===== src/sv/ces_pkg.sv =====
// Shared types, constants and calibration tables for the calorimeter event selector.
package ces_pkg;

  // Operation codes carried by each input beat
  typedef enum logic {
    OP_TOWER = 1'b0,
    OP_CLOSE = 1'b1
  } op_t;

  // Configuration register indexes
  localparam int CfgIdxW = 2;
  typedef enum logic [CfgIdxW-1:0] {
    CFG_BEAM_SPOT   = 2'd0,
    CFG_MATCH_LIMIT = 2'd1,
    CFG_PRESHOWER   = 2'd2,
    CFG_MUON        = 2'd3
  } cfg_idx_t;

  localparam int CfgDataW = 12;

  // Configuration reset values
  localparam logic [3:0]  BeamSpotRst   = 4'd1;
  localparam logic [11:0] MatchLimitRst = 12'd256;
  localparam logic [11:0] PreshowerRst  = 12'd424;
  localparam logic [11:0] MuonRst       = 12'd38;

  // Geometry in 1/64 mm
  localparam int GridOrigin  = 1600;
  localparam int CellLowEdge = -320;
  localparam int DivFiveRecip = 13108;   // floor(x/5) = (x*13108) >> 16 for x < 1024

  localparam logic [12:0] OfsCol0 = 13'd0;
  localparam logic [12:0] OfsCol1 = 13'd1555;
  localparam logic [12:0] OfsCol2 = 13'd3104;
  localparam logic [12:0] OfsCol3 = 13'd4659;
  localparam logic [12:0] OfsCol4 = 13'd6208;
  localparam logic [11:0] OfsRow0 = 12'd3200;
  localparam logic [11:0] OfsRow1 = 12'd1600;
  localparam logic [11:0] OfsRow2 = 12'd0;

  localparam int RomTowers = 36;
  localparam int CoefW     = 24;
  localparam int MagW      = 23;
  localparam int ProdW     = MagW + CoefW;
  localparam int TermW     = ProdW - 21;   // product bits 46:21, bit 21 is the rounding bit

  // Per-stage load strobes from the top level
  typedef struct packed {
    logic ld1;     // input beat captured
    logic ld2;     // stage one moves to stage two
    logic adv3;    // stage two retires into the accumulators / result register
    logic close3;  // retiring item is an event close
  } stage_ctl_t;

  typedef struct packed {
    logic [12:0] x;
    logic [11:0] y;
  } beam_ofs_t;

  typedef struct packed {
    logic       above_low;  // v > -320
    logic [6:0] q;          // v / 320, zero for negative v
  } bin_t;

  // Cherenkov coefficient: round(n * scale * 2^32 / 1e6) style fixed conversion
  function automatic logic [CoefW-1:0] cer_coef(input logic [20:0] n);
    logic [63:0] t;
    t = ({43'd0, n} * 64'd402653184 + 64'd48851562) / 64'd97703125;
    return t[CoefW-1:0];
  endfunction

  // Scintillation coefficient
  function automatic logic [CoefW-1:0] sci_coef(input logic [20:0] n);
    logic [63:0] t;
    t = ({43'd0, n} * 64'd402653184 + 64'd47398437) / 64'd94796875;
    return t[CoefW-1:0];
  endfunction

  localparam logic [CoefW-1:0] CerRom [RomTowers] = '{
    cer_coef(21'd1203555), cer_coef(21'd1212408), cer_coef(21'd1243669), cer_coef(21'd1204270),
    cer_coef(21'd1114422), cer_coef(21'd1210115), cer_coef(21'd1134603), cer_coef(21'd1228336),
    cer_coef(21'd1167599), cer_coef(21'd1298819), cer_coef(21'd1253319), cer_coef(21'd1245581),
    cer_coef(21'd1194330), cer_coef(21'd1002412), cer_coef(21'd1195593), cer_coef(21'd1178153),
    cer_coef(21'd1322633), cer_coef(21'd1207860), cer_coef(21'd1544522), cer_coef(21'd1155995),
    cer_coef(21'd1242049), cer_coef(21'd1142602), cer_coef(21'd1283866), cer_coef(21'd1343688),
    cer_coef(21'd1249390), cer_coef(21'd1223514), cer_coef(21'd1252899), cer_coef(21'd1233478),
    cer_coef(21'd1276618), cer_coef(21'd1222038), cer_coef(21'd1211442), cer_coef(21'd1226694),
    cer_coef(21'd1239990), cer_coef(21'd1236395), cer_coef(21'd1227406), cer_coef(21'd1174254)
  };

  localparam logic [CoefW-1:0] SciRom [RomTowers] = '{
    sci_coef(21'd608168), sci_coef(21'd599951), sci_coef(21'd632579), sci_coef(21'd637480),
    sci_coef(21'd603563), sci_coef(21'd601509), sci_coef(21'd624896), sci_coef(21'd654066),
    sci_coef(21'd604899), sci_coef(21'd624518), sci_coef(21'd621517), sci_coef(21'd645067),
    sci_coef(21'd631232), sci_coef(21'd598297), sci_coef(21'd617460), sci_coef(21'd638033),
    sci_coef(21'd628109), sci_coef(21'd577394), sci_coef(21'd777161), sci_coef(21'd660589),
    sci_coef(21'd642289), sci_coef(21'd637514), sci_coef(21'd651367), sci_coef(21'd665772),
    sci_coef(21'd631831), sci_coef(21'd611742), sci_coef(21'd592046), sci_coef(21'd641848),
    sci_coef(21'd625958), sci_coef(21'd599988), sci_coef(21'd612211), sci_coef(21'd637865),
    sci_coef(21'd631297), sci_coef(21'd614992), sci_coef(21'd635913), sci_coef(21'd655751)
  };

  // Beam spot offset; case zero behaves as case one
  function automatic beam_ofs_t beam_offset(input logic [3:0] spot);
    logic [3:0] c;
    logic [3:0] col;
    beam_ofs_t  o;
    c = (spot == 4'd0) ? 4'd0 : spot - 4'd1;
    case (c) inside
      [4'd0:4'd4]: begin
        o.y = OfsRow0;
        col = c;
      end
      [4'd5:4'd9]: begin
        o.y = OfsRow1;
        col = c - 4'd5;
      end
      default: begin
        o.y = OfsRow2;
        col = c - 4'd10;
      end
    endcase
    case (col)
      4'd0:    o.x = OfsCol0;
      4'd1:    o.x = OfsCol1;
      4'd2:    o.x = OfsCol2;
      4'd3:    o.x = OfsCol3;
      default: o.x = OfsCol4;
    endcase
    return o;
  endfunction

  // Cell index of a shifted coordinate, truncating toward zero
  function automatic bin_t bin_coord(input logic [16:0] v);
    logic [23:0] p;
    bin_t        b;
    p = {14'd0, v[15:6]} * 24'(DivFiveRecip);
    b.above_low = ($signed(v) > 17'(CellLowEdge)) ? 1'b1 : 1'b0;
    b.q = v[16] ? 7'd0 : p[22:16];
    return b;
  endfunction

endpackage


===== src/sv/ces_tower_path.sv =====
// Calibration lookup and per-tower energy multiply, two register stages.
module ces_tower_path #(
  parameter int TOWER_COUNT = 36
) (
  input  logic                       clk,
  input  ces_pkg::stage_ctl_t        ctl,
  input  logic                       in_operation,
  input  logic [5:0]                 in_tower_index,
  input  logic signed [23:0]         in_ceren_adc,
  input  logic signed [23:0]         in_scint_adc,
  output logic [ces_pkg::TermW-1:0]  ceren_term_r,
  output logic [ces_pkg::TermW-1:0]  scint_term_r
);

  logic                        tower_ok;
  logic [5:0]                  rom_addr;
  logic [ces_pkg::MagW-1:0]    ceren_mag, scint_mag;
  logic [ces_pkg::MagW-1:0]    ceren_mag_r, scint_mag_r;
  logic [ces_pkg::CoefW-1:0]   ceren_coef_r, scint_coef_r;
  logic [ces_pkg::ProdW-1:0]   ceren_prod, scint_prod;

  // Qualify the beat: tower sample with an index inside the table
  assign tower_ok = (in_operation == ces_pkg::OP_TOWER) &&
                    ({1'b0, in_tower_index} < 7'(TOWER_COUNT)) &&
                    ({1'b0, in_tower_index} < 7'(ces_pkg::RomTowers));
  assign rom_addr = tower_ok ? in_tower_index : 6'd0;

  // Drop non-positive samples
  assign ceren_mag = (tower_ok && !in_ceren_adc[23] && (in_ceren_adc != 24'sd0)) ?
                     in_ceren_adc[22:0] : '0;
  assign scint_mag = (tower_ok && !in_scint_adc[23] && (in_scint_adc != 24'sd0)) ?
                     in_scint_adc[22:0] : '0;

  // Stage one: hold sample magnitudes and coefficients
  always_ff @(posedge clk) begin
    if (ctl.ld1) begin
      ceren_mag_r  <= ceren_mag;
      scint_mag_r  <= scint_mag;
      ceren_coef_r <= ces_pkg::CerRom[rom_addr];
      scint_coef_r <= ces_pkg::SciRom[rom_addr];
    end
  end

  assign ceren_prod = ces_pkg::ProdW'(ceren_mag_r) * ces_pkg::ProdW'(ceren_coef_r);
  assign scint_prod = ces_pkg::ProdW'(scint_mag_r) * ces_pkg::ProdW'(scint_coef_r);

  // Stage two: keep the product bits above the rounding point
  always_ff @(posedge clk) begin
    if (ctl.ld2) begin
      ceren_term_r <= ceren_prod[ces_pkg::ProdW-1:21];
      scint_term_r <= scint_prod[ces_pkg::ProdW-1:21];
    end
  end

endmodule


===== src/sv/ces_track_path.sv =====
// Chamber match, counter cuts and grid binning, two register stages.
module ces_track_path #(
  parameter int GRID_COLUMNS = 30,
  parameter int GRID_ROWS    = 20
) (
  input  logic                clk,
  input  ces_pkg::stage_ctl_t ctl,
  input  logic [3:0]          beam_spot_r,
  input  logic [11:0]         match_limit_r,
  input  logic [11:0]         preshower_min_r,
  input  logic [11:0]         muon_max_r,
  input  logic signed [15:0]  in_chamber1_x,
  input  logic signed [15:0]  in_chamber1_y,
  input  logic signed [15:0]  in_chamber2_x,
  input  logic signed [15:0]  in_chamber2_y,
  input  logic [11:0]         in_preshower_peak,
  input  logic [11:0]         in_muon_peak,
  output logic                passed_r,
  output logic                in_grid_r,
  output logic [4:0]          cell_x_r,
  output logic [4:0]          cell_y_r
);

  ces_pkg::beam_ofs_t ofs;
  logic [16:0]        v1x, v1y, v2x, v2y;
  logic [16:0]        v1x_r, v1y_r, v2x_r, v2y_r;
  logic [15:0]        c1x_r, c1y_r, c2x_r, c2y_r;
  logic [11:0]        pre_r, muon_r;
  logic [16:0]        dx, dy, adx, ady;
  ces_pkg::bin_t      b1x, b1y, b2x, b2y;
  logic               ok1x, ok1y, ok2x, ok2y, grid, pass;

  // Shift positions by the beam spot and grid origin
  assign ofs = ces_pkg::beam_offset(beam_spot_r);
  assign v1x = {in_chamber1_x[15], in_chamber1_x} + {4'd0, ofs.x} + 17'(ces_pkg::GridOrigin);
  assign v1y = {in_chamber1_y[15], in_chamber1_y} + {5'd0, ofs.y} + 17'(ces_pkg::GridOrigin);
  assign v2x = {in_chamber2_x[15], in_chamber2_x} + {4'd0, ofs.x} + 17'(ces_pkg::GridOrigin);
  assign v2y = {in_chamber2_y[15], in_chamber2_y} + {5'd0, ofs.y} + 17'(ces_pkg::GridOrigin);

  // Stage one: hold shifted and raw positions and counter peaks
  always_ff @(posedge clk) begin
    if (ctl.ld1) begin
      v1x_r  <= v1x;
      v1y_r  <= v1y;
      v2x_r  <= v2x;
      v2y_r  <= v2y;
      c1x_r  <= in_chamber1_x;
      c1y_r  <= in_chamber1_y;
      c2x_r  <= in_chamber2_x;
      c2y_r  <= in_chamber2_y;
      pre_r  <= in_preshower_peak;
      muon_r <= in_muon_peak;
    end
  end

  // Chamber match and counter cuts
  assign dx   = {c1x_r[15], c1x_r} - {c2x_r[15], c2x_r};
  assign dy   = {c1y_r[15], c1y_r} - {c2y_r[15], c2y_r};
  assign adx  = dx[16] ? (17'd0 - dx) : dx;
  assign ady  = dy[16] ? (17'd0 - dy) : dy;
  assign pass = (adx <= {5'd0, match_limit_r}) && (ady <= {5'd0, match_limit_r}) &&
                (pre_r >= preshower_min_r) && (muon_r <= muon_max_r);

  // Bin all four coordinates
  assign b1x  = ces_pkg::bin_coord(v1x_r);
  assign b1y  = ces_pkg::bin_coord(v1y_r);
  assign b2x  = ces_pkg::bin_coord(v2x_r);
  assign b2y  = ces_pkg::bin_coord(v2y_r);
  assign ok1x = b1x.above_low && (b1x.q < 7'(GRID_COLUMNS));
  assign ok1y = b1y.above_low && (b1y.q < 7'(GRID_ROWS));
  assign ok2x = b2x.above_low && (b2x.q < 7'(GRID_COLUMNS));
  assign ok2y = b2y.above_low && (b2y.q < 7'(GRID_ROWS));
  assign grid = ok1x && ok1y && ok2x && ok2y;

  // Stage two: hold the event verdict and chamber two cell
  always_ff @(posedge clk) begin
    if (ctl.ld2) begin
      passed_r  <= pass;
      in_grid_r <= grid;
      cell_x_r  <= grid ? b2x.q[4:0] : 5'd0;
      cell_y_r  <= grid ? b2y.q[4:0] : 5'd0;
    end
  end

endmodule


===== src/sv/ces_energy_acc.sv =====
// Saturating energy accumulators and the energy half of the result register.
module ces_energy_acc (
  input  logic                      clk,
  input  logic                      rst_n,
  input  ces_pkg::stage_ctl_t       ctl,
  input  logic [ces_pkg::TermW-1:0] ceren_term_r,
  input  logic [ces_pkg::TermW-1:0] scint_term_r,
  output logic [31:0]               energy_ceren_r,
  output logic [31:0]               energy_scint_r
);

  logic [31:0] ceren_acc_r, ceren_acc_nxt;
  logic [31:0] scint_acc_r, scint_acc_nxt;
  logic [32:0] ceren_sum, scint_sum;

  // Add the rounded term: upper bits plus the rounding bit as carry
  assign ceren_sum = {1'b0, ceren_acc_r} + 33'(ceren_term_r[ces_pkg::TermW-1:1]) +
                     33'(ceren_term_r[0]);
  assign scint_sum = {1'b0, scint_acc_r} + 33'(scint_term_r[ces_pkg::TermW-1:1]) +
                     33'(scint_term_r[0]);

  // Saturate on tower beats, clear on event close
  always_comb begin
    ceren_acc_nxt = ceren_acc_r;
    scint_acc_nxt = scint_acc_r;
    if (ctl.adv3) begin
      if (ctl.close3) begin
        ceren_acc_nxt = '0;
        scint_acc_nxt = '0;
      end else begin
        ceren_acc_nxt = ceren_sum[32] ? 32'hFFFF_FFFF : ceren_sum[31:0];
        scint_acc_nxt = scint_sum[32] ? 32'hFFFF_FFFF : scint_sum[31:0];
      end
    end
  end

  always_ff @(posedge clk) begin
    if (!rst_n) begin
      ceren_acc_r <= '0;
      scint_acc_r <= '0;
    end else begin
      ceren_acc_r <= ceren_acc_nxt;
      scint_acc_r <= scint_acc_nxt;
    end
  end

  // Latch the sums into the result register on event close
  always_ff @(posedge clk) begin
    if (ctl.adv3 && ctl.close3) begin
      energy_ceren_r <= ceren_acc_r;
      energy_scint_r <= scint_acc_r;
    end
  end

endmodule


===== src/sv/calorimeter_event_selector.sv =====
// Top level: handshake, configuration registers and result register of the event selector.
// Path: an event-close beat is captured at the accepting edge, then passes the
// multiply/binning stage and the accumulate/result register; its result is held up only while
// out_ready is low.
// Throughput: one beat per cycle unless an event close waits in stage two behind a stalled
// result; tower beats keep flowing past a waiting result, set by the single multiply per channel in stage two.
module calorimeter_event_selector #(
  parameter int TOWER_COUNT  = 36,
  parameter int GRID_COLUMNS = 30,
  parameter int GRID_ROWS    = 20
) (
  input  logic                         clk,
  input  logic                         rst_n,
  input  logic                         in_valid,
  output logic                         in_ready,
  input  logic                         in_operation,
  input  logic [5:0]                   in_tower_index,
  input  logic signed [23:0]           in_ceren_adc,
  input  logic signed [23:0]           in_scint_adc,
  input  logic signed [15:0]           in_chamber1_x,
  input  logic signed [15:0]           in_chamber1_y,
  input  logic signed [15:0]           in_chamber2_x,
  input  logic signed [15:0]           in_chamber2_y,
  input  logic [11:0]                  in_preshower_peak,
  input  logic [11:0]                  in_muon_peak,
  output logic                         out_valid,
  input  logic                         out_ready,
  output logic                         out_passed_cuts,
  output logic                         out_in_grid,
  output logic [4:0]                   out_cell_x,
  output logic [4:0]                   out_cell_y,
  output logic [31:0]                  out_energy_ceren,
  output logic [31:0]                  out_energy_scint,
  input  logic                         cfg_we,
  input  logic [ces_pkg::CfgIdxW-1:0]  cfg_index,
  input  logic [ces_pkg::CfgDataW-1:0] cfg_wdata
);

  // Reset (synchronous, rst_n low): accumulators cleared, pipeline emptied, registers to defaults.
  ces_pkg::stage_ctl_t        ctl;
  logic                       s1_valid_r, s1_valid_nxt;
  logic                       s2_valid_r, s2_valid_nxt;
  logic                       s1_close_r, s2_close_r;
  logic                       out_valid_r, out_valid_nxt;
  logic                       s2_free;
  logic [3:0]                 beam_spot_r;
  logic [11:0]                match_limit_r, preshower_min_r, muon_max_r;
  logic [ces_pkg::TermW-1:0]  ceren_term_r, scint_term_r;
  logic                       passed_r, in_grid_r;
  logic [4:0]                 cell_x_r, cell_y_r;
  logic                       out_passed_r, out_in_grid_r;
  logic [4:0]                 out_cell_x_r, out_cell_y_r;
  logic [31:0]                energy_ceren_r, energy_scint_r;

  // Configuration writes
  always_ff @(posedge clk) begin
    if (!rst_n) begin
      beam_spot_r     <= ces_pkg::BeamSpotRst;
      match_limit_r   <= ces_pkg::MatchLimitRst;
      preshower_min_r <= ces_pkg::PreshowerRst;
      muon_max_r      <= ces_pkg::MuonRst;
    end else if (cfg_we) begin
      case (cfg_index)
        ces_pkg::CFG_BEAM_SPOT:   beam_spot_r     <= cfg_wdata[3:0];
        ces_pkg::CFG_MATCH_LIMIT: match_limit_r   <= cfg_wdata;
        ces_pkg::CFG_PRESHOWER:   preshower_min_r <= cfg_wdata;
        ces_pkg::CFG_MUON:        muon_max_r      <= cfg_wdata;
        default: ;
      endcase
    end
  end

  // Stage advance: tower beats retire freely, close beats wait for the result register
  assign ctl.adv3   = s2_valid_r && (!s2_close_r || !out_valid_r || out_ready);
  assign ctl.close3 = s2_close_r;
  assign s2_free    = !s2_valid_r || ctl.adv3;
  assign ctl.ld2    = s1_valid_r && s2_free;
  assign in_ready   = !s1_valid_r || ctl.ld2;
  assign ctl.ld1    = in_valid && in_ready;

  always_comb begin
    s1_valid_nxt = ctl.ld1 ? 1'b1 : (ctl.ld2 ? 1'b0 : s1_valid_r);
    s2_valid_nxt = ctl.ld2 ? 1'b1 : (ctl.adv3 ? 1'b0 : s2_valid_r);
    if (ctl.adv3 && ctl.close3) begin
      out_valid_nxt = 1'b1;
    end else if (out_ready) begin
      out_valid_nxt = 1'b0;
    end else begin
      out_valid_nxt = out_valid_r;
    end
  end

  always_ff @(posedge clk) begin
    if (!rst_n) begin
      s1_valid_r  <= 1'b0;
      s2_valid_r  <= 1'b0;
      out_valid_r <= 1'b0;
    end else begin
      s1_valid_r  <= s1_valid_nxt;
      s2_valid_r  <= s2_valid_nxt;
      out_valid_r <= out_valid_nxt;
    end
  end

  // Track the operation of each stage
  always_ff @(posedge clk) begin
    if (ctl.ld1) begin
      s1_close_r <= (in_operation == ces_pkg::OP_CLOSE);
    end
    if (ctl.ld2) begin
      s2_close_r <= s1_close_r;
    end
  end

  ces_tower_path #(
    .TOWER_COUNT (TOWER_COUNT)
  ) u_tower (
    .clk            (clk),
    .ctl            (ctl),
    .in_operation   (in_operation),
    .in_tower_index (in_tower_index),
    .in_ceren_adc   (in_ceren_adc),
    .in_scint_adc   (in_scint_adc),
    .ceren_term_r   (ceren_term_r),
    .scint_term_r   (scint_term_r)
  );

  ces_track_path #(
    .GRID_COLUMNS (GRID_COLUMNS),
    .GRID_ROWS    (GRID_ROWS)
  ) u_track (
    .clk               (clk),
    .ctl               (ctl),
    .beam_spot_r       (beam_spot_r),
    .match_limit_r     (match_limit_r),
    .preshower_min_r   (preshower_min_r),
    .muon_max_r        (muon_max_r),
    .in_chamber1_x     (in_chamber1_x),
    .in_chamber1_y     (in_chamber1_y),
    .in_chamber2_x     (in_chamber2_x),
    .in_chamber2_y     (in_chamber2_y),
    .in_preshower_peak (in_preshower_peak),
    .in_muon_peak      (in_muon_peak),
    .passed_r          (passed_r),
    .in_grid_r         (in_grid_r),
    .cell_x_r          (cell_x_r),
    .cell_y_r          (cell_y_r)
  );

  ces_energy_acc u_acc (
    .clk            (clk),
    .rst_n          (rst_n),
    .ctl            (ctl),
    .ceren_term_r   (ceren_term_r),
    .scint_term_r   (scint_term_r),
    .energy_ceren_r (energy_ceren_r),
    .energy_scint_r (energy_scint_r)
  );

  // Result register: event verdict and cell
  always_ff @(posedge clk) begin
    if (ctl.adv3 && ctl.close3) begin
      out_passed_r  <= passed_r;
      out_in_grid_r <= in_grid_r;
      out_cell_x_r  <= cell_x_r;
      out_cell_y_r  <= cell_y_r;
    end
  end

  assign out_valid        = out_valid_r;
  assign out_passed_cuts  = out_passed_r;
  assign out_in_grid      = out_in_grid_r;
  assign out_cell_x       = out_cell_x_r;
  assign out_cell_y       = out_cell_y_r;
  assign out_energy_ceren = energy_ceren_r;
  assign out_energy_scint = energy_scint_r;

endmodule


===== config.mk =====
export PLATFORM = sky130hd
export DESIGN_NAME = calorimeter_event_selector
export DESIGN_NICKNAME = d
export VERILOG_FILES = /design/src/sv/ces_pkg.sv /design/src/sv/ces_tower_path.sv /design/src/sv/ces_track_path.sv /design/src/sv/ces_energy_acc.sv /design/src/sv/calorimeter_event_selector.sv
export SDC_FILE = /design/constraint.sdc
export NUM_CORES = 2
export LEC_CHECK = 0
export ABC_AREA = 1
export BUFFER_PORTS_ARGS = -buffer_cell sky130_fd_sc_hd__buf_2
export CORE_MARGIN = 4
export CORE_UTILIZATION = 45
export CTS_CLUSTER_DIAMETER = 80
export DETAILED_ROUTE_END_ITERATION = 10
export GPL_TIMING_DRIVEN = 0
export PLACE_DENSITY = 0.6
export SLEW_MARGIN = 20
export SYNTH_ARGS = -nofsm -noshare
export SYNTH_HDL_FRONTEND = slang
export SYNTH_SLANG_ARGS = --single-unit

===== constraint.sdc =====
create_clock -name clk -period 10.8 [get_ports clk]
set_input_delay 1.08 -clock clk [delete_from_list [all_inputs] [get_ports clk]]
set_output_delay 1.08 -clock clk [all_outputs]
set_load 0.01 [all_outputs]

; After elaboration in Yosys (flattened, before gate mapping)
; Memory sizes are Yosys's and may differ from the RTL's. A register that Yosys moved wholly into a read port is not among the register bits.
; Cells that the tools add are included.
; Widths: inputs -> output; s select.
[totals]
ff_bits = 451
latchBits = 0
ram_bits = 0
mem_bits_ro = 3072
in_bits = 162
out_inout_bits = 78
mem_count = 2
[mem_list]
columns = memory, words, width, rd, rd_clocked_by_memory_dff, write_ports, line_no
row1 = (name not given), 64, 24, 1, 1, 0, ces_tower_path.sv:39  ; ceren_coef_r <= ces_pkg::CerRom[rom_addr];
row2 = (name not given), 64, 24, 1, 1, 0, ces_tower_path.sv:40  ; scint_coef_r <= ces_pkg::SciRom[rom_addr];
[op_classes]
addsub = 19
n_mul = 6
n_div = 0
order_cmp = 17
eq_ne = 6
shift = 0
n_mux = 27
bitwise_logic = 2
reduce_logical = 44
[ops]
columns = operator, n
row1 = $mux 32, 4
row2 = $mul 23x24->47, 2
row3 = $mul 10x12->21 const B, 4
row4 = $add 17x11->17 const B, 4
row5 = $gt 17x10->1 const B, 4
row6 = $add 32x25->33, 2
row7 = $add 33x1->33, 2
row8 = $pmux 13 s4, 1
row9 = $reduce_bool 24->1, 2
row10 = $add 16x13->17, 2
row11 = $add 16x14->17, 2
row12 = $le 17x12->1, 2
row13 = $mux 17, 2
row14 = $sub 1x17->17 const A, 2
row15 = $sub 16x16->17, 2
row16 = $lt 7x5->1 const B, 4
row17 = $mux 7, 4
row18 = $logic_and 1x1->1, 22
row19 = $ge 12x12->1, 1
row20 = $le 12x12->1, 1
row21 = $mux 12, 1
row22 = $mux 4, 3
row23 = $mux 11, 1
row24 = $mux 1, 10
row25 = other kinds (21), 37

; Logic depth before layout (Yosys ltp)
[depth]
depth_word = 10
mapped_depth = 34

; Modules after synthesis
; Synthesis repeated with hierarchy kept, for this count alone.
[unflattened]
cells_unflattened = 9382
area_unflattened_um2 = 73300.3
[by_module_without_submodules]
columns = module, instances, cells_each, area_each_um2, seq_area_each_um2
row1 = ces_tower_path, 1, 5457, 42472.0, 4264.1
row2 = ces_track_path, 1, 2354, 19489.9, 4684.5
row3 = ces_energy_acc, 1, 1353, 9339.0, 3203.1
row4 = calorimeter_event_selector, 1, 218, 1999.4, 1281.2

; Worst setup path after synthesis
; Ideal clock, no wire load.
[synth_timing]
path_type = input port to flip-flop
start = in out_ready
end = reg s1_close_r, enable pin
setup_time_ns = 0.837
arrival_ns = 11.072
path_slack_ns = -1.110
path_stages = 4
path_buffers = 0
cell_sequence = inv_1 > nand4_1 > nor2_1 > nor2_1
[synth_rtl]
columns = element, line_no
row1 = "start, declared", calorimeter_event_selector.sv:27  ; input logic out_ready,
row2 = "end signal, assigned", calorimeter_event_selector.sv:108  ; s1_close_r <= (in_operation == ces_pkg::OP_CLOSE);
row3 = "end, declared", calorimeter_event_selector.sv:43  ; logic s1_close_r, s2_close_r;

; Worst setup path after layout
[layout_timing]
start = reg u_tower.scint_coef_r[18] (netlist bit)
end = reg u_tower.scint_term_r[19] (netlist bit), data pin
[layout_via]
elab_chain_len = 1
[layout_rtl]
columns = element, line_no
row1 = "start, declared", ces_tower_path.sv:19  ; logic [ces_pkg::CoefW-1:0] ceren_coef_r, scint_coef_r;
row2 = $mul 23x24->47, ces_tower_path.sv:45  ; assign scint_prod = ces_pkg::ProdW'(scint_mag_r) * ces_pkg::ProdW'(scint_coef_r);
row3 = named net u_tower.scint_prod (one bit), ces_tower_path.sv:20  ; logic [ces_pkg::ProdW-1:0] ceren_prod, scint_prod;
row4 = "end signal, assigned", ces_tower_path.sv:51  ; scint_term_r <= scint_prod[ces_pkg::ProdW-1:21];
row5 = "end, declared", ces_tower_path.sv:12  ; output logic [ces_pkg::TermW-1:0] scint_term_r
; The timed path passes the listed nets, and every way through them passes these cells.
; A chain may end at the register's enable or synchronous reset.

==> results.sh <==
export IMPL_outcome="finished clean"
export IMPL_place_gp_congestion=0.968
export IMPL_max_clock_path_buffers=3
export IMPL_power_internal_w=0.0108
export IMPL_setup_worst_path_start="u_tower.scint_coef_r[18]"
export IMPL_coreArea_um2=155000
export IMPL_launching_point_of_the_worst_reg2reg_path="u_tower.scint_coef_r[18]"
export IMPL_synth_cell_type_count=72
export IMPL_totalWireLength_um=219000
export IMPL_numPortBuffers=238
export IMPL_die_span_in_y_um=403
export IMPL_dp_hpwl_um=185000
export IMPL_power_switching_fraction=0.543
export IMPL_drive_gt1_frac=0.0519
export IMPL_mappedNetlistNets=10500
export IMPL_whs_path_depth=0
export IMPL_endpoint_arrival_time_on_the_critical_path_ns=8.27
export IMPL_drc=0
export IMPL_r2r_setup_slack_ns=2.92
export IMPL_worstRegToRegCells=24
export IMPL_worst_path_stages=24
export IMPL_antenna_diode_count=0
export IMPL_yosys_area_share_simple=0.162
export IMPL_critical_path_max_stage_delay_ns=0.84
export IMPL_synth_warning_count=0
export IMPL_area_growth_syn_to_layout_pct=9.22
export IMPL_drtAntennaViolNets=0
export IMPL_h_tree_depth=3
export IMPL_ys_seq_elements=483
export IMPL_pwr_share_comb=0.784
export IMPL_post_cts_resize_count=0
export IMPL_path_delay_family="adder cells"
export IMPL_dr_total_vias=56900
export IMPL_post_dp_cell_area_um2=74300
export IMPL_final_setup_viol_count=0
export IMPL_worst_ir_drop_vdd_mv=0.405
export IMPL_total_leakage_power_nw=40.8
export IMPL_timing_critical_path_to_type="register"
export IMPL_synth_adder_area_share=0.419
export IMPL_synth_xor_area_share=0.0233
export IMPL_path_class="reg2reg"
export IMPL_fp_row_count=144
export IMPL_numCtsBuffers=66
export IMPL_cp_data_required_time_ns=11.19
export IMPL_tns_ns=0
export IMPL_dp_slack_ns=3.18
export IMPL_slew_headroom=0.214
export IMPL_post_route_worst_setup_slack_ns=2.92
export IMPL_floorplan_initialDensity=0.454
export IMPL_timing_critical_path_to="u_tower.scint_term_r[19]"
export IMPL_rsz0062_at_grt="no"
export IMPL_net_sw_power_w=0.0129
export IMPL_timing_final_hold_violations=0
export IMPL_synth_top_flop_cell="sky130_fd_sc_hd__edfxtp_1"
export IMPL_fmax_ghz=0.127
export IMPL_finalWorstPathRequiredPeriod_ns=7.88
export IMPL_post_synth_instance_area_um2=70300
export IMPL_nNetsFinal=10800
export IMPL_dr_first_iter_drc_count=4072
export IMPL_crit_slowest_cell="sky130_fd_sc_hd__clkbuf_1"
export IMPL_viasPerCell=5.17
export IMPL_postSynth_asyncResetShare=0
export IMPL_global_route_overflow_total=0
export IMPL_hold_slack_ns=0.416
export IMPL_grt_start_max_net_pins=45
export IMPL_final_cell_mix="2187 x sky130_fd_sc_hd__inv_1, 1902 x sky130_fd_sc_hd__nand2_1, 970 x sky130_fd_sc_hd__fa_1, 802 x sky130_fd_sc_hd__ha_1, 449 x sky130_fd_sc_hd__nor2_1"
export IMPL_clockPowerShare=0.098
export IMPL_layout_commonest_cell="sky130_fd_sc_hd__inv_1"
export IMPL_clock_sinks=483
export IMPL_dr_pass1_iters=6
export IMPL_hp_class="reg2reg"
export IMPL_netlist_instances=8592
export IMPL_stdcell_count=11000
export IMPL_grt_first_pass_wirelength_um=338000
export IMPL_fin_worst_skew_ns=0.0350
export IMPL_max_cap_viol_count=0
export IMPL_cts_tree="done"
export IMPL_drt_wirelength_per_cell_um=19.9
export IMPL_slew_viol_final=0
export IMPL_fp_dieW_um=403
export IMPL_worstPathBufferInverterCount=8
export IMPL_io_pins=240
export IMPL_cts_setup_buffers=0
export IMPL_post_place_cells=10900
export IMPL_worstSkewPairLatency_ns=0.68
export IMPL_worstSetupStartpointType="register"
export IMPL_crit_reg2reg_capture="u_tower.scint_term_r[19]"
export IMPL_groute_usage_overall=0.270
export IMPL_antenna_found_initial=3
export IMPL_power_density_cell_area_nw_per_um2=310
export IMPL_sequentialPowerShare=0.118
export IMPL_post_route_cell_area_um2=76700
export IMPL_yosysSeqAreaShare=0.191
export IMPL_synth_area_mux_share=0.000142
export IMPL_postSynthAreaPerCell_um2=8.18
export IMPL_postCtsHoldBufs=0
export IMPL_crit_chain="clkbuf_1 -> nand2_1 -> fa_1 -> inv_1 -> fa_1 -> inv_1 -> fa_1 -> inv_1 -> fa_1 -> fa_1 -> fa_1 -> inv_1 -> fa_1 -> inv_1 -> ha_1 -> nand2_1 -> nor2_1 -> inv_1 -> nor2_1 -> inv_1 -> nor4_1 -> nand4_1 -> o211ai_1 -> xor2_1"
export IMPL_post_route_period_util=0.730
export IMPL_ctsRootBufferMaster="sky130_fd_sc_hd__clkbuf_16"
export IMPL_full_die_area_um2=163000
export IMPL_synth_edf_count=376
export IMPL_path_max_fanout=10
export IMPL_main_combinational_cell_family_by_area_after_synthesis="adder cells"
export IMPL_share_of_the_synthesized_area_in_compound_gates_ao_oa_aoi_oai=0.0729
export IMPL_worst_pin_slew_ns=1.18
export IMPL_clk_pin_slew_worst_paths_ns=0.05
export IMPL_grt_pass1_vias=58000
==> worst reg2reg max path, stage by stage (launching register included) <==
cell	delay [ns]
sky130_fd_sc_hd__edfxtp_1	0.59
sky130_fd_sc_hd__clkbuf_1	0.84
sky130_fd_sc_hd__nand2_1	0.20
sky130_fd_sc_hd__fa_1	0.57
sky130_fd_sc_hd__inv_1	0.05
sky130_fd_sc_hd__fa_1	0.54
sky130_fd_sc_hd__inv_1	0.06
sky130_fd_sc_hd__fa_1	0.49
sky130_fd_sc_hd__inv_1	0.06
sky130_fd_sc_hd__fa_1	0.56
sky130_fd_sc_hd__fa_1	0.43
sky130_fd_sc_hd__fa_1	0.49
sky130_fd_sc_hd__inv_1	0.06
sky130_fd_sc_hd__fa_1	0.55
sky130_fd_sc_hd__inv_1	0.07
sky130_fd_sc_hd__ha_1	0.36
sky130_fd_sc_hd__nand2_1	0.12
sky130_fd_sc_hd__nor2_1	0.15
sky130_fd_sc_hd__inv_1	0.07
sky130_fd_sc_hd__nor2_1	0.11
sky130_fd_sc_hd__inv_1	0.08
sky130_fd_sc_hd__nor4_1	0.45
sky130_fd_sc_hd__nand4_1	0.19
sky130_fd_sc_hd__o211ai_1	0.40
sky130_fd_sc_hd__xor2_1	0.12
==> worst min path at each step <==
stage,start,endpoint,slack (ns)
final,u_track.cell_y_r[1],out_cell_y[1],0.42
after floorplan,u_track.cell_x_r[0],out_cell_x[0],0.40
after global placement,u_track.cell_y_r[1],out_cell_y[1],0.40
after global routing,u_track.cell_x_r[4],out_cell_x[4],0.42
after CTS,u_track.cell_y_r[1],out_cell_y[1],0.42
after detailed placement,u_track.cell_y_r[1],out_cell_y[1],0.41
==> cells by family after synthesis <==
group,count (synthesis)
simple gates,2794
xor+xnor,183
flops,483
compound gates,917
buf+inv,2442
mux,1
fa+ha+maj,1772
==> Yosys cell counts, types with 3 or more instances <==
library cell                  n  area (µm²)
sky130_fd_sc_hd__o21a_1      16         120
sky130_fd_sc_hd__clkbuf_1   213         800
sky130_fd_sc_hd__nor2_1     451        1690
sky130_fd_sc_hd__o21ai_2      5        43.8
sky130_fd_sc_hd__nor2_2      11        68.8
sky130_fd_sc_hd__nand2_1   1902        7140
sky130_fd_sc_hd__o21ai_1     17        85.1
sky130_fd_sc_hd__o21ai_0    270        1350
sky130_fd_sc_hd__nand3b_1    25         188
sky130_fd_sc_hd__ha_1       802       10000
sky130_fd_sc_hd__o221ai_1     9        78.8
sky130_fd_sc_hd__buf_4        3        22.5
sky130_fd_sc_hd__nor3_1      54         270
sky130_fd_sc_hd__and3_1      10        62.6
sky130_fd_sc_hd__nand4_1     75         469
sky130_fd_sc_hd__clkinv_1     3        11.3
sky130_fd_sc_hd__a221oi_1     3        26.3
sky130_fd_sc_hd__inv_2       11        41.3
sky130_fd_sc_hd__buf_2       16        80.1
sky130_fd_sc_hd__edfxtp_1   376       11300
sky130_fd_sc_hd__buf_6        4        45.0
sky130_fd_sc_hd__or2_2        5        31.3
sky130_fd_sc_hd__nor3_2       3        30.0
sky130_fd_sc_hd__o31ai_1     13        97.6
sky130_fd_sc_hd__nand3_2      5        50.1
sky130_fd_sc_hd__a21oi_1    424        2120
sky130_fd_sc_hd__fa_1       970       19400
sky130_fd_sc_hd__dfxtp_1    107        2140
sky130_fd_sc_hd__a21boi_0    13        97.6
sky130_fd_sc_hd__nand3_1    200        1000
sky130_fd_sc_hd__inv_1     2189        8220
sky130_fd_sc_hd__xor2_1     115        1010
sky130_fd_sc_hd__a31oi_1     41         257
sky130_fd_sc_hd__a21o_1      26         195
sky130_fd_sc_hd__a211oi_1    13        97.6
sky130_fd_sc_hd__o211ai_1    22         165
sky130_fd_sc_hd__xnor2_1     65         569
sky130_fd_sc_hd__o21bai_1    21         158
sky130_fd_sc_hd__nand2_2     17         106
sky130_fd_sc_hd__nor4_1      22         138
sky130_fd_sc_hd__and2_1       4        25.0
==> cell type report <==
class | instances | area, µm²
buffer | 238 | 956
clock buffer | 80 | 1820
clock inverter | 40 | 548
fill | 15200 | 77900
inverter | 2204 | 8280
multi-input combinational | 5667 | 47600
sequential | 483 | 13400
tap | 2044 | 2560
timing repair buffer | 253 | 1540
==> power by group through the flow <==
stage                     registers (W)  logic, W  clock network [W]
final                           0.00280    0.0186            0.00233
after floorplan                 0.00275    0.0134                  0
after detailed placement        0.00284    0.0184                  0
after global routing            0.00282    0.0213            0.00248
after global placement          0.00285    0.0182                  0
after CTS                       0.00280    0.0185            0.00241
==> registers in the layout, summed over array words and instances, names as in the netlist, 21 cells and up <==
register and flops:
u_tower.scint_term_r 26, u_tower.ceren_coef_r 23, u_tower.ceren_mag_r 23, u_acc.energy_scint_r 32, u_tower.scint_mag_r 23, u_acc.scint_acc_r 32, u_acc.energy_ceren_r 32, u_acc.ceren_acc_r 32
u_tower.ceren_term_r 26, u_tower.scint_coef_r 21
==> layer usage <==
metal	vias up	GRT usage	share of wire
met5	-	0	0.000046
met4	2	0.0792	0.034
met3	367	0.0618	0.084
met2	2076	0.438	0.45
met1	27500	0.363	0.43
li1	26900	-	-
==> per-stage QoR <==
| stage | util | total power (W) |
|---|---|---|
| 2_1_floorplan | - | 0.0161 |
| 3_3_place_gp | 0.479 | 0.0211 |
| 3_5_place_dp | 0.481 | 0.0212 |
| 4_1_cts | 0.496 | 0.0238 |
| 5_1_grt | 0.496 | 0.0266 |
| 6_report | 0.496 | 0.0237 |
Power figures use the tool's default switching activity.
